File: src/hsfd_pkg.sv
package hsfd_pkg;

  localparam logic [7:0] CRC_INIT = 8'hFF;
  localparam logic [7:0] CRC_POLY = 8'h31;

  localparam int POS_W = 3;
  localparam logic [POS_W-1:0] POS_T_HI  = 3'd0;
  localparam logic [POS_W-1:0] POS_T_LO  = 3'd1;
  localparam logic [POS_W-1:0] POS_T_CRC = 3'd2;
  localparam logic [POS_W-1:0] POS_H_HI  = 3'd3;
  localparam logic [POS_W-1:0] POS_H_LO  = 3'd4;
  localparam logic [POS_W-1:0] POS_H_CRC = 3'd5;

  localparam logic KIND_DATA     = 1'b0;
  localparam logic KIND_BUS_FAIL = 1'b1;

  typedef enum logic [1:0] {
    CAUSE_NONE = 2'd0,
    CAUSE_BUS  = 2'd1,
    CAUSE_CRC  = 2'd2
  } cause_t;

  localparam logic [15:0] TEMP_SCALE  = 16'd17500;
  localparam logic [15:0] TEMP_OFFSET = 16'd4500;
  localparam logic [15:0] HUM_SCALE   = 16'd10000;
  localparam logic [16:0] FULL_SCALE  = 17'd65535;

  // one byte through the CRC-8, MSB first
  function automatic logic [7:0] crc_feed(input logic [7:0] crc, input logic [7:0] b);
    logic [7:0] c;
    c = crc ^ b;
    for (int i = 0; i < 8; i++) begin
      c = c[7] ? ((c << 1) ^ CRC_POLY) : (c << 1);
    end
    return c;
  endfunction

  // floor(x / 65535): x = a*2^16 + b = a*65535 + (a + b)
  function automatic logic [16:0] div_full_scale(input logic [31:0] x);
    logic [16:0] s;
    logic [16:0] q;
    s = {1'b0, x[31:16]} + {1'b0, x[15:0]};
    q = {1'b0, x[31:16]};
    if (s >= FULL_SCALE) begin
      q = q + 17'd1;
    end
    if (s >= {FULL_SCALE[15:0], 1'b0}) begin
      q = q + 17'd1;
    end
    return q;
  endfunction

endpackage

File: src/humidity_sensor_frame_decode_core.sv
// channel | ports                                   | dir
// in      | in_valid, in_stall, in_kind, in_data_byte | data byte or bus failure
// out     | out_valid, out_stall, out_ok, out_fail_cause,
//         | out_temperature_centi, out_humidity_centi,
//         | out_failure_total                      | one result per frame or failure
// One transfer per cycle unless a held result stalls; an input and a result register.
// The frame CRC check and both scalings are combinational between those registers.
// Synchronous active-low reset clears frame position, tally, valid flags; presets the CRC.
// A held result stalls only items that produce a result; frame bytes keep flowing.
module humidity_sensor_frame_decode_core (
  input  logic               clk,
  input  logic               rst_n,
  input  logic               in_valid,
  output logic               in_stall,
  input  logic               in_kind,
  input  logic [7:0]         in_data_byte,
  output logic               out_valid,
  input  logic               out_stall,
  output logic               out_ok,
  output logic [1:0]         out_fail_cause,
  output logic signed [14:0] out_temperature_centi,
  output logic [13:0]        out_humidity_centi,
  output logic [31:0]        out_failure_total
);

  logic                          in_q_valid_r, in_q_valid_nxt;
  logic                          in_q_kind_r;
  logic [7:0]                    in_q_byte_r;

  logic [hsfd_pkg::POS_W-1:0]    pos_r, pos_nxt;
  logic [7:0]                    crc_r, crc_nxt;
  logic                          first_good_r, first_good_nxt;
  logic [7:0]                    high_byte_r, high_byte_nxt;
  logic [15:0]                   temp_word_r, temp_word_nxt;
  logic [15:0]                   hum_word_r, hum_word_nxt;
  logic [31:0]                   tally_r, tally_nxt;

  logic                          out_valid_r;
  logic                          out_ok_r, out_ok_nxt;
  hsfd_pkg::cause_t              out_cause_r, out_cause_nxt;
  logic signed [14:0]            out_temp_r, out_temp_nxt;
  logic [13:0]                   out_hum_r, out_hum_nxt;

  logic [hsfd_pkg::POS_W-1:0]    pos_eff;
  logic [7:0]                    crc_step;
  logic                          emits;
  logic                          slot_free;
  logic                          fire;
  logic                          frame_good;
  logic signed [14:0]            scaled_temp;
  logic [13:0]                   scaled_hum;

  hsfd_scale u_scale (
    .temperature_word  (temp_word_r),
    .humidity_word     (hum_word_r),
    .temperature_centi (scaled_temp),
    .humidity_centi    (scaled_hum)
  );

  assign pos_eff   = (pos_r > hsfd_pkg::POS_H_CRC) ? hsfd_pkg::POS_T_HI : pos_r;
  assign emits     = (in_q_kind_r == hsfd_pkg::KIND_BUS_FAIL) ||
                     (pos_eff == hsfd_pkg::POS_H_CRC);
  assign slot_free = !out_valid_r || !out_stall;
  assign fire      = in_q_valid_r && (!emits || slot_free);
  assign in_stall  = in_q_valid_r && !fire;
  assign crc_step  = hsfd_pkg::crc_feed(crc_r, in_q_byte_r);
  assign frame_good = first_good_r && (crc_r == in_q_byte_r);

  always_comb begin
    pos_nxt        = pos_r;
    crc_nxt        = crc_r;
    first_good_nxt = first_good_r;
    high_byte_nxt  = high_byte_r;
    temp_word_nxt  = temp_word_r;
    hum_word_nxt   = hum_word_r;
    tally_nxt      = tally_r;
    out_ok_nxt     = 1'b0;
    out_cause_nxt  = hsfd_pkg::CAUSE_NONE;
    out_temp_nxt   = '0;
    out_hum_nxt    = '0;
    if (in_q_kind_r == hsfd_pkg::KIND_BUS_FAIL) begin
      tally_nxt     = tally_r + 32'd1;
      pos_nxt       = hsfd_pkg::POS_T_HI;
      crc_nxt       = hsfd_pkg::CRC_INIT;
      out_cause_nxt = hsfd_pkg::CAUSE_BUS;
    end else begin
      case (pos_eff)
        hsfd_pkg::POS_T_HI, hsfd_pkg::POS_H_HI: begin
          crc_nxt       = hsfd_pkg::crc_feed(hsfd_pkg::CRC_INIT, in_q_byte_r);
          high_byte_nxt = in_q_byte_r;
          pos_nxt       = pos_eff + 3'd1;
        end
        hsfd_pkg::POS_T_LO: begin
          crc_nxt       = crc_step;
          temp_word_nxt = {high_byte_r, in_q_byte_r};
          pos_nxt       = hsfd_pkg::POS_T_CRC;
        end
        hsfd_pkg::POS_T_CRC: begin
          first_good_nxt = (crc_r == in_q_byte_r);
          crc_nxt        = hsfd_pkg::CRC_INIT;
          pos_nxt        = hsfd_pkg::POS_H_HI;
        end
        hsfd_pkg::POS_H_LO: begin
          crc_nxt      = crc_step;
          hum_word_nxt = {high_byte_r, in_q_byte_r};
          pos_nxt      = hsfd_pkg::POS_H_CRC;
        end
        default: begin
          pos_nxt = hsfd_pkg::POS_T_HI;
          crc_nxt = hsfd_pkg::CRC_INIT;
          if (frame_good) begin
            out_ok_nxt   = 1'b1;
            out_temp_nxt = scaled_temp;
            out_hum_nxt  = scaled_hum;
          end else begin
            tally_nxt     = tally_r + 32'd1;
            out_cause_nxt = hsfd_pkg::CAUSE_CRC;
          end
        end
      endcase
    end
  end

  assign in_q_valid_nxt = in_stall ? in_q_valid_r : in_valid;

  always_ff @(posedge clk) begin
    if (!rst_n) begin
      in_q_valid_r <= 1'b0;
      pos_r        <= hsfd_pkg::POS_T_HI;
      crc_r        <= hsfd_pkg::CRC_INIT;
      first_good_r <= 1'b0;
      high_byte_r  <= '0;
      temp_word_r  <= '0;
      hum_word_r   <= '0;
      tally_r      <= '0;
      out_valid_r  <= 1'b0;
    end else begin
      in_q_valid_r <= in_q_valid_nxt;
      if (fire) begin
        pos_r        <= pos_nxt;
        crc_r        <= crc_nxt;
        first_good_r <= first_good_nxt;
        high_byte_r  <= high_byte_nxt;
        temp_word_r  <= temp_word_nxt;
        hum_word_r   <= hum_word_nxt;
        tally_r      <= tally_nxt;
      end
      if (fire && emits) begin
        out_valid_r <= 1'b1;
      end else if (!out_stall) begin
        out_valid_r <= 1'b0;
      end
    end
  end

  always_ff @(posedge clk) begin
    if (!in_stall) begin
      in_q_kind_r <= in_kind;
      in_q_byte_r <= in_data_byte;
    end
    if (fire && emits) begin
      out_ok_r    <= out_ok_nxt;
      out_cause_r <= out_cause_nxt;
      out_temp_r  <= out_temp_nxt;
      out_hum_r   <= out_hum_nxt;
    end
  end

  logic [31:0] out_tally_r;

  always_ff @(posedge clk) begin
    if (fire && emits) begin
      out_tally_r <= tally_nxt;
    end
  end

  assign out_valid             = out_valid_r;
  assign out_ok                = out_ok_r;
  assign out_fail_cause        = out_cause_r;
  assign out_temperature_centi = out_temp_r;
  assign out_humidity_centi    = out_hum_r;
  assign out_failure_total     = out_tally_r;

  a_ok_no_cause: assert property (@(posedge clk) disable iff (!rst_n)
    out_valid_r |-> (out_ok_r == (out_cause_r == hsfd_pkg::CAUSE_NONE)))
    else $error("ok flag and fail cause disagree");

  a_tally_step: assert property (@(posedge clk) disable iff (!rst_n)
    $past(rst_n) |-> ((tally_r == $past(tally_r)) || (tally_r == $past(tally_r) + 32'd1)))
    else $error("failure tally moved by more than one");

  a_result_not_lost: assert property (@(posedge clk) disable iff (!rst_n)
    (out_valid_r && out_stall) |-> !(fire && emits))
    else $error("result overwritten while held");

  a_stall_only_full: assert property (@(posedge clk) disable iff (!rst_n)
    in_stall |-> (in_q_valid_r && emits && out_valid_r))
    else $error("input stalled without a held result");

endmodule

File: src/hsfd_scale.sv
module hsfd_scale (
  input  logic [15:0]        temperature_word,
  input  logic [15:0]        humidity_word,
  output logic signed [14:0] temperature_centi,
  output logic [13:0]        humidity_centi
);

  logic [31:0]        t_prod;
  logic [31:0]        h_prod;
  logic [16:0]        t_quot;
  logic [16:0]        h_quot;
  logic signed [15:0] t_shift;

  assign t_prod = 32'(temperature_word) * 32'(hsfd_pkg::TEMP_SCALE);
  assign h_prod = 32'(humidity_word) * 32'(hsfd_pkg::HUM_SCALE);
  assign t_quot = hsfd_pkg::div_full_scale(t_prod);
  assign h_quot = hsfd_pkg::div_full_scale(h_prod);

  assign t_shift = $signed({1'b0, t_quot[14:0]}) - $signed(hsfd_pkg::TEMP_OFFSET);
  assign temperature_centi = t_shift[14:0];
  assign humidity_centi    = h_quot[13:0];

endmodule
File: config.mk
export PLATFORM = sky130hd
export DESIGN_NAME = humidity_sensor_frame_decode_core
export DESIGN_NICKNAME = d
export VERILOG_FILES = /design/src/hsfd_pkg.sv /design/src/humidity_sensor_frame_decode_core.sv /design/src/hsfd_scale.sv
export SDC_FILE = /design/constraint.sdc
export NUM_CORES = 1
export LEC_CHECK = 0
export ABC_CLOCK_PERIOD_IN_PS = 8740
export BUFFER_PORTS_ARGS = -buffer_cell sky130_fd_sc_hd__buf_2
export CORE_MARGIN = 2
export CORE_UTILIZATION = 57
export CTS_CLUSTER_DIAMETER = 80
export DETAILED_ROUTE_END_ITERATION = 7
export PLACE_DENSITY = 0.77
export SLEW_MARGIN = 25
export SYNTH_ARGS = -nofsm -noshare
export SYNTH_HDL_FRONTEND = slang
export SYNTH_SLANG_ARGS = --single-unit
File: constraint.sdc
create_clock -name clk -period 8.74 [get_ports clk]
set_input_delay 2.622 -clock clk [delete_from_list [all_inputs] [get_ports clk]]
set_output_delay 2.622 -clock clk [all_outputs]
set_load 0.1 [all_outputs]
# Word level (Yosys, flattened, before mapping)
# Cells that the tools add are included.
# classes
add_sub_neg	9
n_mul	2
n_lt_le_gt_ge	5
eq_ne	7
mux	33
n_bitwise	20
n_reduce_logical	21
# op_table
op	count
32-bit 2-to-1 mux	3
6-bit 2-to-1 mux	16
3-bit NOT	16
17-bit by 16-bit >= comparator with 1-bit output, second input constant	2
17-bit >= comparator, second input constant	2
32-bit by 1-bit adder with 32-bit output, second input constant	1
15-bit by 1-bit adder with 15-bit output, second input constant	2
15-bit 2-to-1 mux	2
16-bit by 13-bit multiplier with 29-bit output, second input constant	1
14-bit by 1-bit adder with 14-bit output, second input constant	2
14-bit 2-to-1 mux	2
16-bit by 10-bit multiplier with 26-bit output, second input constant	1
14-bit by 16-bit adder with 17-bit output	1
15-bit by 16-bit adder with 17-bit output	1
8-bit case mux with 2 select lines	1
15-bit by 13-bit subtractor with 15-bit output, second input constant	1
3-bit case mux with 4 select lines	1
3-bit AND reduction	4
8-bit == test	1
8-bit 2-to-1 mux	1
8-bit NOT	1
8-bit XOR	1
7-bit OR reduction	1
3-bit by 2-bit == test with 1-bit output, second input constant	2
other kinds (16)	31
# totals
register_bits	159
out_inout_bits	66
elab_cells	114

# Logic depth before layout (Yosys ltp)
# Gate-level depths: netlist of the first run.
# logic_depth
word_depth	19
ltp_mapped	38
ltp_nobuf	37

# Cells and area by module
# From an unflattened synthesis of the first run, not the netlist that was laid out.
# hier_totals
hier_cells	1711
area_unflattened_um2	15453.6
# modules_own_cells
mod	n_inst	cells_per_inst	area_each_um2	seq_area_each_um2
hsfd_scale	1	1014	8189.1	0.0
humidity_sensor_frame_decode_core	1	697	7264.5	3913.8

# Least setup slack after synthesis of the first run
# No wires, ideal clock.
# synth_path
kind	reg-to-reg
from	register temp_word_r[10]
to	register out_temp_r[14], in the netlist out_temperature_centi[14] (data pin)
setup_time_ps	146
arrival_time_ps	8536
t_required_ps	8594
slack_ps	58
stages_incl_launch_ff	39
n_path_buf	1
synth_period_minus_slack_ps	8682
path_cell_list	dfxtp_1 > ha_1 > inv_1 > fa_1 > inv_1 > ha_1 > fa_1 > inv_1 > fa_1 > inv_1 > ha_1 > a21o_1 > a2111oi_0 > o31a_1 > o2111a_1 > o31ai_4 > a311oi_1 > o21bai_1 > [... 3 more ...] > clkbuf_1 > a21o_1 > nor2_1 > a211oi_1 > a2bb2oi_1 > nor4_1 > o211ai_1 > o21ai_0 > nand4_1 > xnor2_1 > ha_1 > nand3b_1 > mux2_2 > o211ai_2 > o211ai_2 > and3_1 > or4_1 > a21oi_1
# synth_between
elab_chain_len	7
elab_cells_between_ends	9
classes_between	4 x add/sub; 1 x mul; 2 x order compare; 2 x mux
# synth_rtl
item	line	source
start, declared	humidity_sensor_frame_decode_core.sv:34	logic [15:0] temp_word_r, temp_word_nxt;
start signal, assigned	humidity_sensor_frame_decode_core.sv:144	temp_word_r <= temp_word_nxt;
16-bit by 13-bit multiplier with 29-bit output (*)	hsfd_scale.sv:14	assign t_prod = 32'(temperature_word) * 32'(hsfd_pkg::TEMP_SCALE);
15-bit by 16-bit adder with 17-bit output	hsfd_pkg.sv:42	s = {1'b0, x[31:16]} + {1'b0, x[15:0]};
17-bit by 16-bit >= comparator with 1-bit output	hsfd_pkg.sv:44	if (s >= FULL_SCALE) begin
15-bit 2-to-1 mux	hsfd_pkg.sv:44	
15-bit by 1-bit adder with 15-bit output	hsfd_pkg.sv:48	q = q + 17'd1;
15-bit 2-to-1 mux (*)	hsfd_pkg.sv:47	if (s >= {FULL_SCALE[15:0], 1'b0}) begin
15-bit by 13-bit subtractor with 15-bit output (*)	hsfd_scale.sv:19	assign t_shift = $signed({1'b0, t_quot[14:0]}) - $signed(hsfd_pkg::TEMP_OFFSET);
end signal, assigned	humidity_sensor_frame_decode_core.sv:164	out_temp_r <= out_temp_nxt;
end, declared	humidity_sensor_frame_decode_core.sv:41	logic signed [14:0] out_temp_r, out_temp_nxt;
# Mark *: on every way between the ends. The rest lies on a longest branch, timed or not.
# A chain may end at the register's enable or synchronous reset.

# Worst setup path in the final report of the first run
# layout_path
from	register temp_word_r[12]
to	register out_temp_r[14], in the netlist out_temperature_centi[14] (data pin)
# The elaborated chain is that of the path after synthesis.

==> results of run 1 <==
## synth_stat cells, types with 9 or more instances
cell,n
nand2_1,146
clkbuf_1,38
ha_1,198
and2_1,39
o21a_1,14
a21o_1,17
nand4_1,13
xnor2_1,100
a31oi_1,9
o21ai_0,56
mux2i_1,13
fa_1,82
nor2_1,76
and3_1,16
edfxtp_1,73
o21bai_1,11
nor2b_1,19
nand3_1,39
a21boi_0,49
or3_1,17
xor2_1,58
a211oi_1,9
inv_1,248
dfxtp_1,86
nand2b_1,16
nor3_1,18
a21oi_1,54
## sequential cells by signal, summed over array words and instances (netlist names)
name	count
crc_r	8
first_good_r	1
high_byte_r	8
hum_word_r	16
in_q_byte_r	8
in_q_kind_r	1
in_q_valid_r	1
out_fail_cause	2
out_failure_total	32
out_humidity_centi	14
out_ok	1
out_temperature_centi	15
out_valid	1
pos_r	3
tally_r	32
temp_word_r	16
## per-stage QoR
step / worst slack (ns) / util [%] / hold slack [ns] / TNS, ns / instance area (um^2)
finish: 0.2038 / 66.76 / 0.4878 / 0 / 16910
global route: -0.1791 / 66.76 / 0.5212 / -0.2787 / 16910
CTS: 0.03650 / 64.98 / 0.4818 / 0 / 16460
detailed placement: -0.1515 / 62.44 / 0.4711 / -0.1515 / 15810
global placement: 0.1029 / 62.44 / 0.4526 / 0 / 15810
floorplan: 0.05778 / - / 0.4244 / 0 / 14800
## worst max-delay path by stage
stage	startpoint	endpoint
after CTS	temp_word_r[9]	out_temperature_centi[14]
after detailed placement	temp_word_r[10]	out_temperature_centi[14]
final	temp_word_r[12]	out_temperature_centi[14]
after floorplan	temp_word_r[10]	out_temperature_centi[14]
after global placement	temp_word_r[10]	out_temperature_centi[14]
after global routing	temp_word_r[12]	out_temperature_centi[14]
## worst register-to-register path, delay by kind of cell (launching register included)
family | cells | cell delay (ns)
flip-flops | 1 | 0.36
XOR/XNOR | 2 | 0.41
AND/OR/NAND/NOR | 9 | 2.09
AO/OA/AOI/OAI | 9 | 1.81
adder cells (fa/ha/maj) | 8 | 2.88
multiplexers | 1 | 0.30
buffers and inverters | 6 | 0.52
## timing repair
action,4_1_cts,5_1_grt
endpoints found under the setup margin,2,19
hold endpoints to repair,0,0
pin swaps,0,43
setup buffers,0,11
resized for setup,7,71
## power breakdown
group	internal, mW	leakage (nW)	switching [mW]	total, mW
clock network	0.389	0.294	0.362	0.751
registers	0.786	1.45	0.0142	0.800
logic	0.0461	6.35	0.0954	0.141
## layer usage
metal  track usage (%)  wire [um]  up-vias
li1                  -          -     5707
met1             31.41      14840     5582
met2             42.99      16450      266
met3             4.171       1342       56
met4             6.443        706        0
met5                 0          0        -
## cell type report
type                    instances  share of cell area, %
multi-input cells            1170                  60.15
flip-flops and latches        159                  23.26
inverters                     249                  5.528
repair buffers                137                  4.995
clock buffers                  17                  2.516
well taps                     330                  2.442
clock inverters                15                  1.110
## kinds of logic after synthesis
family                   count (synthesis)
AO/OA/AOI/OAI                          285
XOR/XNOR                               162
adder cells (fa/ha/maj)                280
buffers and inverters                  289
flip-flops                             159
multiplexers                            16
AND/OR/NAND/NOR                        427
==> flow_summary.yaml, run 1 <==
cts:
  clk_path_buf_depth: 2
  clock-sinks: 159
  cts-root-buf: "clkbuf_16"
  cts-htree-levels: 4
  clkLatencyLatePin_ns: 0.43
  cts_tree: "yes"
  hold_buffers: 0
  clkTransAtPathRegs_ns: 0.08
  numCtsBuffers: 17
synth:
  synth_top_area_share_pct: 16.74
  synth_cell_type_count: 74
  synth_cells: 1618
  synth.avg_cell_area_um2: 9.144
  ys_ff_latch: 159
  yosysTopAreaCell: "ha_1"
  synth_top_family_by_area: "adder cells"
  synth_fa_ha_area_share_pct: 27.84
  synth_compound_area_share_pct: 13.28
  synth_seq_area_share_pct: 26.45
  ys.flop_type: "dfxtp_1"
  yosysWarnings: 0
  syn_area_um2: 14800
  synth_xor_area_share_pct: 9.793
  async_flop_share_pct: 0
  synth_edf_count: 73
  syn-num-nets: 1911
  synthSimpleGateAreaFrac_pct: 14.14
  yosys-top-cells-area: "ha_1 (17%), edfxtp_1 (15%), dfxtp_1 (12%)"
  synthMuxAreaShare_pct: 1.108
critical_path:
  cp.arrival_ns: 8.79
  crit_type: "reg -> reg"
  rr_worst_depth: 35
  rr_endpoint: "out_temperature_centi[14]"
  required_ns: 9.00
  slowest_delay_ns: 0.54
  cp_slowest_cell: "fa_1"
  path_max_fanout: 7
  cp.depth: 35
  end_kind: "flip-flop"
  critical-path-top-delay-family: "adder cells"
  crit_top_cell: "inv_1"
  r2r_slack_ns: 0.20
  path_buf_inv: 6
  r2r_start: "temp_word_r[12]"
  start_kind: "flip-flop"
finish:
  drive_above_1_share_pct: 14.25
  layout_common_cells: "inv_1 (245), ha_1 (185), nand2_1 (144), xnor2_1 (98), fa_1 (81)"
  fillers: 1953
  instances_no_fill: 2077
  regArea_um2: 3933
  multi_input_area_um2: 10170
  diodes: 0
  area_delta_synth_final_pct: 14.28
  layout_commonest_cell: "inv_1"
  nets: 2027
die:
  die_area_um2: 27260
  die_w_um: 165.1
  core_um2: 25330
  rows: 58
  start_util_pct: 58.42
  boundaryPins: 79
  dieHeight_um: 165.1
route:
  viasPerCell: 5.590
  totalWireLength_um: 33330
  routed-via-count: 11610
  postRouteAntennaNets: 0
  initialDrtViolationCount: 683
  drtPass1Iterations: 5
  drc: 0
  wl_per_cell_um: 16.05
hold_path:
  holdPathEnd: "first_good_r"
  holdPathStages: 2
  hp-class: "reg -> reg"
  min_from: "first_good_r"
global_route:
  antenna_found_initial: 0
  grt_pass1_vias: 11490
  grt_remaining_overflow: 0
  grt_pass1_wl_um: 53750
  grt_max_degree: 53
  grt_usage_pct: 24.54
placed_design:
  port_buffers: 78
  dp_hpwl_um: 25210
  dp_cells: 2034
  gp_congestion: 0.8685
timing:
  period_needed_ns: 8.536
  max_slew_margin_pct: 36.62
  max_freq_mhz: 117.1
  slew_viol_final: 0
  finalHoldViolCount: 0
  skew_ns: 0.01794
  tightestPinTransition_ns: 0.9506
  finalSetupViolCount: 0
  grt_setup_unrepaired: "yes"
  fin_crit_sh_pct: 97.67
outcome:
  outcome: "finished clean"
run:
  max_cap_violations: 0
power:
  p_leak_nw: 8.096
  max-vdd-ir-drop_v: 0.0001183
  power_density_nw_per_um2: 100.1
  totalPowerFinal_mw: 1.693
No activity file was read; power rests on OpenSTA's default activity.
==> run 2, diff against run 1 <==
Settings changed: REMOVE_ABC_BUFFERS set to 1.
==> run 2 against run 1 <==
Effect of this change: sequential power about the same; critical endpoint unchanged; routed wire length decreased by 2.3%; clock skew about the same; via count decreased by 1.2%; core utilization decreased by 0.50 points.
==> flow_summary.yaml, run 2 (synthesis results as in run 1) <==
timing:
  fin_crit_sh_pct: 98.44
  max_slew_margin_pct: 37.18
  grt_setup_unrepaired: "yes"
  finalHoldViolCount: 0
  setup_slack_ns: 0.1365
  period_needed_ns: 8.604
  tns_ns: 0
  max_freq_mhz: 116.2
  skew_ns: 0.01796
  slew_viol_final: 0
  tightestPinTransition_ns: 0.9401
  finalSetupViolCount: 0
die:
  dieHeight_um: 165.1
  boundaryPins: 79
  start_util_pct: 58.42
  die_area_um2: 27260
  die_w_um: 165.1
  core_um2: 25330
  rows: 58
critical_path:
  crit_top_cell: "fa_1"
  path_max_fanout: 5
  critical-path-top-delay-family: "adder cells"
  path_buf_inv: 2
  r2r_slack_ns: 0.14
  cp.arrival_ns: 8.74
  slowest_delay_ns: 0.52
  crit_type: "reg -> reg"
  cp_slowest_cell: "fa_1"
  end_kind: "flip-flop"
  start_kind: "flip-flop"
  required_ns: 8.87
power:
  max-vdd-ir-drop_v: 0.0001180
  totalPowerFinal_mw: 1.678
  p_leak_nw: 8.063
  power_density_nw_per_um2: 100.0
cts:
  numCtsBuffers: 17
  cts-root-buf: "clkbuf_16"
  clock-sinks: 159
  clkLatencyLatePin_ns: 0.43
  cts-htree-levels: 4
  clk_path_buf_depth: 2
  clkTransAtPathRegs_ns: 0.07
  cts_tree: "yes"
route:
  viasPerCell: 5.536
  initialDrtViolationCount: 656
  routed-via-count: 11480
  drtPass1Iterations: 7
  postRouteAntennaNets: 0
  totalWireLength_um: 32570
  wl_per_cell_um: 15.71
  drc: 0
global_route:
  antenna_found_initial: 0
  grt_remaining_overflow: 0
  grt_pass1_wl_um: 53020
  grt_usage_pct: 24.25
  grt_max_degree: 87
  grt_pass1_vias: 11300
placed_design:
  post-place-ws_ns: -0.08797
  port_buffers: 78
  gp_congestion: 0.9171
  dp_hpwl_um: 25370
  dp_cells: 2033
outcome:
  outcome: "finished clean"
finish:
  drive_above_1_share_pct: 13.54
  nets: 2023
  diodes: 0
  layout_commonest_cell: "inv_1"
  instances_no_fill: 2073
  layout_common_cells: "inv_1 (248), ha_1 (184), nand2_1 (144), xnor2_1 (100), fa_1 (82)"
  area_delta_synth_final_pct: 13.43
  utilization_pct: 66.26
hold_path:
  hp-class: "reg -> reg"
run:
  max_cap_violations: 0
run 2: final cells by class:
cell class	count	area, um^2
Multi-Input combinational cell	1170	10090
Timing Repair Buffer	133	803.3
Fill cell	1991	8544
Sequential cell	159	3938
Clock buffer	18	439.2
Clock inverter	14	165.2
Tap cell	330	412.9
Inverter	249	934.6
run 2: worst paths after layout:
path                   from                         to  cells past startpoint
max          temp_word_r[9]  out_temperature_centi[14]                     35
min          high_byte_r[0]             temp_word_r[8]                      2
max reg2reg  temp_word_r[9]  out_temperature_centi[14]                     35
min reg2reg  high_byte_r[0]             temp_word_r[8]                      2
run 2: layer usage:
layer / part of all wire, % / global-route usage, % / up-vias
met2: 48 / 41.82 / 268
met1: 45 / 31.05 / 5463
met5: 0 / 0 / -
met3: 3.9 / 3.521 / 56
met4: 3.2 / 8.656 / 0
li1: - / - / 5689
run 2: worst register-to-register path: cells and delay by family (launching register included):
family	cells	cell delay (ns)
fa+ha+maj	8	2.88
compound gates	13	2.44
simple gates	9	1.71
xor+xnor	2	0.50
flops	1	0.38
mux	1	0.29
buf+inv	2	0.11
run 2: what timing repair did:
action,CTS,global route
resized for setup,2,63
pin swaps,0,32
hold buffers,0,0
hold endpoints to repair,0,0
buffers inserted,0,8
setup endpoints to repair,1,20
run 2: power by group:
part	switching [mW]	internal (mW)	leakage, nW
sequential	0.0136	0.785	1.45
clock	0.346	0.393	0.295
combinational	0.0945	0.0456	6.32
total	0.454	1.22	8.06
run 2: metrics by stage:
| stage | hold WS [ns] | instance area, um^2 |
|---|---|---|
| floorplan | 0.4437 | 14640 |
| global placement | 0.4540 | 15810 |
| detailed placement | 0.4738 | 15810 |
| CTS | 0.5037 | 16420 |
| global route | 0.5118 | 16780 |
| finish | 0.4947 | 16780 |
==> run 3, diff against run 2 <==
Settings changed: CORE_UTILIZATION 57 to 58, CTS_BUF_LIST set to sky130_fd_sc_hd__clkbuf_8, CTS_CLUSTER_SIZE set to 16, PLACE_DENSITY 0.77 to 0.78.
==> run 3 against run 2 <==
Effect of this change: power fell by 12%; first-iteration DRC count rose by 4.0%; critical endpoint unchanged; non-clock buffer count is 4 higher; final cell count is 0.19% higher; combinational power is essentially flat; hold slack got worse by 0.0012 ns; sequential share of layout area up 0.18 points; count of clock-buffer cells in the layout fell by 1; clock skew increased by 0.0071 ns.
==> flow_summary.yaml, run 3 (synthesis results as in run 1) <==
cts:
  clkTransAtPathRegs_ns: 0.10
  cts_tree: "yes"
  clk_path_buf_depth: 2
  clkLatencyLatePin_ns: 0.46
  clock-sinks: 159
  cts-htree-levels: 4
  cts-root-buf: "clkbuf_8"
  hold_buffers: 0
  numCtsBuffers: 17
placed_design:
  dp_hpwl_um: 25290
  post-place-ws_ns: -0.1145
  place_area_um2: 15770
  gp_congestion: 0.9534
  dp_cells: 2028
  port_buffers: 78
die:
  dieHeight_um: 163.7
  boundaryPins: 79
  core_um2: 25110
  start_util_pct: 58.92
  rows: 58
  die_w_um: 163.7
  die_area_um2: 26800
run:
  max_cap_violations: 0
finish:
  layout_commonest_cell: "inv_1"
  fillers: 2007
  layout_common_cells: "inv_1 (238), ha_1 (182), nand2_1 (145), xnor2_1 (99), fa_1 (80)"
  regArea_um2: 3944
  multi_input_area_um2: 10140
  diodes: 0
  drive_above_1_share_pct: 14.88
  instances_no_fill: 2077
  final_area_um2: 16680
  area_delta_synth_final_pct: 12.73
  nets: 2027
timing:
  period_needed_ns: 8.523
  slew_viol_final: 0
  finalSetupViolCount: 0
  tns_ns: 0
  max_freq_mhz: 117.3
  setup_slack_ns: 0.2172
  fin_crit_sh_pct: 97.51
  max_slew_margin_pct: 32.97
  tightestPinTransition_ns: 1.005
  grt_setup_unrepaired: "yes"
  finalHoldViolCount: 0
  skew_ns: 0.02504
route:
  routed-via-count: 11530
  postRouteAntennaNets: 0
  totalWireLength_um: 32900
  viasPerCell: 5.550
  wl_per_cell_um: 15.84
  drtPass1Iterations: 7
  initialDrtViolationCount: 682
  drc: 0
critical_path:
  cp_slowest_cell: "fa_1"
  start_kind: "flip-flop"
  slowest_delay_ns: 0.49
  end_kind: "flip-flop"
  crit_type: "reg -> reg"
  cp.arrival_ns: 8.81
  required_ns: 9.02
  crit_top_cell: "fa_1"
  path_max_fanout: 4
global_route:
  grt_usage_pct: 24.93
  grt_pass1_wl_um: 54040
  grt_remaining_overflow: 0
  grt_max_degree: 87
  grt_pass1_vias: 11610
  antenna_found_initial: 0
outcome:
  outcome: "finished clean"
power:
  totalPowerFinal_mw: 1.483
  max-vdd-ir-drop_v: 0.0001007
  p_leak_nw: 7.983
  power_density_nw_per_um2: 88.92
hold_path:
  hp-class: "reg -> reg"
[run 3: cell types whose count changed in the layout (fill, tap and decap cells not counted), sizes merged]
cell	previous run	this run
clkinv	6	7
inv	257	256
buf	133	137
clkinvlp	0	1
clkbuf	18	17
[run 3: cell type report]
class	count	share of cell area, %
clock inverters	15	1.028
inverters	249	5.604
repair buffers	137	5.041
well taps	330	2.476
flip-flops and latches	159	23.65
multi-input cells	1170	60.80
clock buffers	17	1.403
[run 3: power breakdown]
part,switching [mW],internal (mW),total (mW)
sequential,0.0136,0.785,0.798
clock,0.327,0.218,0.545
combinational,0.0939,0.0461,0.140
[run 3: worst paths after layout]
check	from	to	slack, ns	cells past startpoint
setup / recovery	temp_word_r[11]	out_temperature_centi[14]	0.22	37
hold / removal	high_byte_r[0]	temp_word_r[8]	0.49	2
setup reg to reg	temp_word_r[11]	out_temperature_centi[14]	0.22	37
hold reg to reg	high_byte_r[0]	temp_word_r[8]	0.49	2
[run 3: what timing repair did]
action,in CTS,in global routing
hold endpoints to repair,0,0
resized for setup,4,82
setup buffers,0,17
endpoints found under the setup margin,1,22
pin swaps,0,46
gates cloned,0,0
[run 3: through the flow]
step	util (%)	hold WS (ns)
after global placement	62.80	0.4535
final	66.42	0.4935
after detailed placement	62.80	0.4734
after global routing	66.42	0.5070
after floorplan	-	0.4437
after CTS	64.49	0.4899
[run 3: critical path, delay by kind of cell, from the launching register on]
kind                       cells  cell delay, ns
muxes                          1            0.27
buffers and inverters          6            0.46
DFF                            1            0.35
adders and majority gates      8            2.67
xor gates and xnor gates       2            0.40
and+or+nand+nor                9            1.84
AOI/OAI and AO/OA             11            2.35
[run 3: routing by layer]
layer	wire length (um)	part of all wire (%)	vias to the layer above	track usage, %
met5	0	0	-	0
met4	1012	3.1	0	8.812
met3	1279	3.9	71	4.091
met2	16170	49	295	43.95
met1	14430	44	5473	30.83
li1	-	-	5689	-
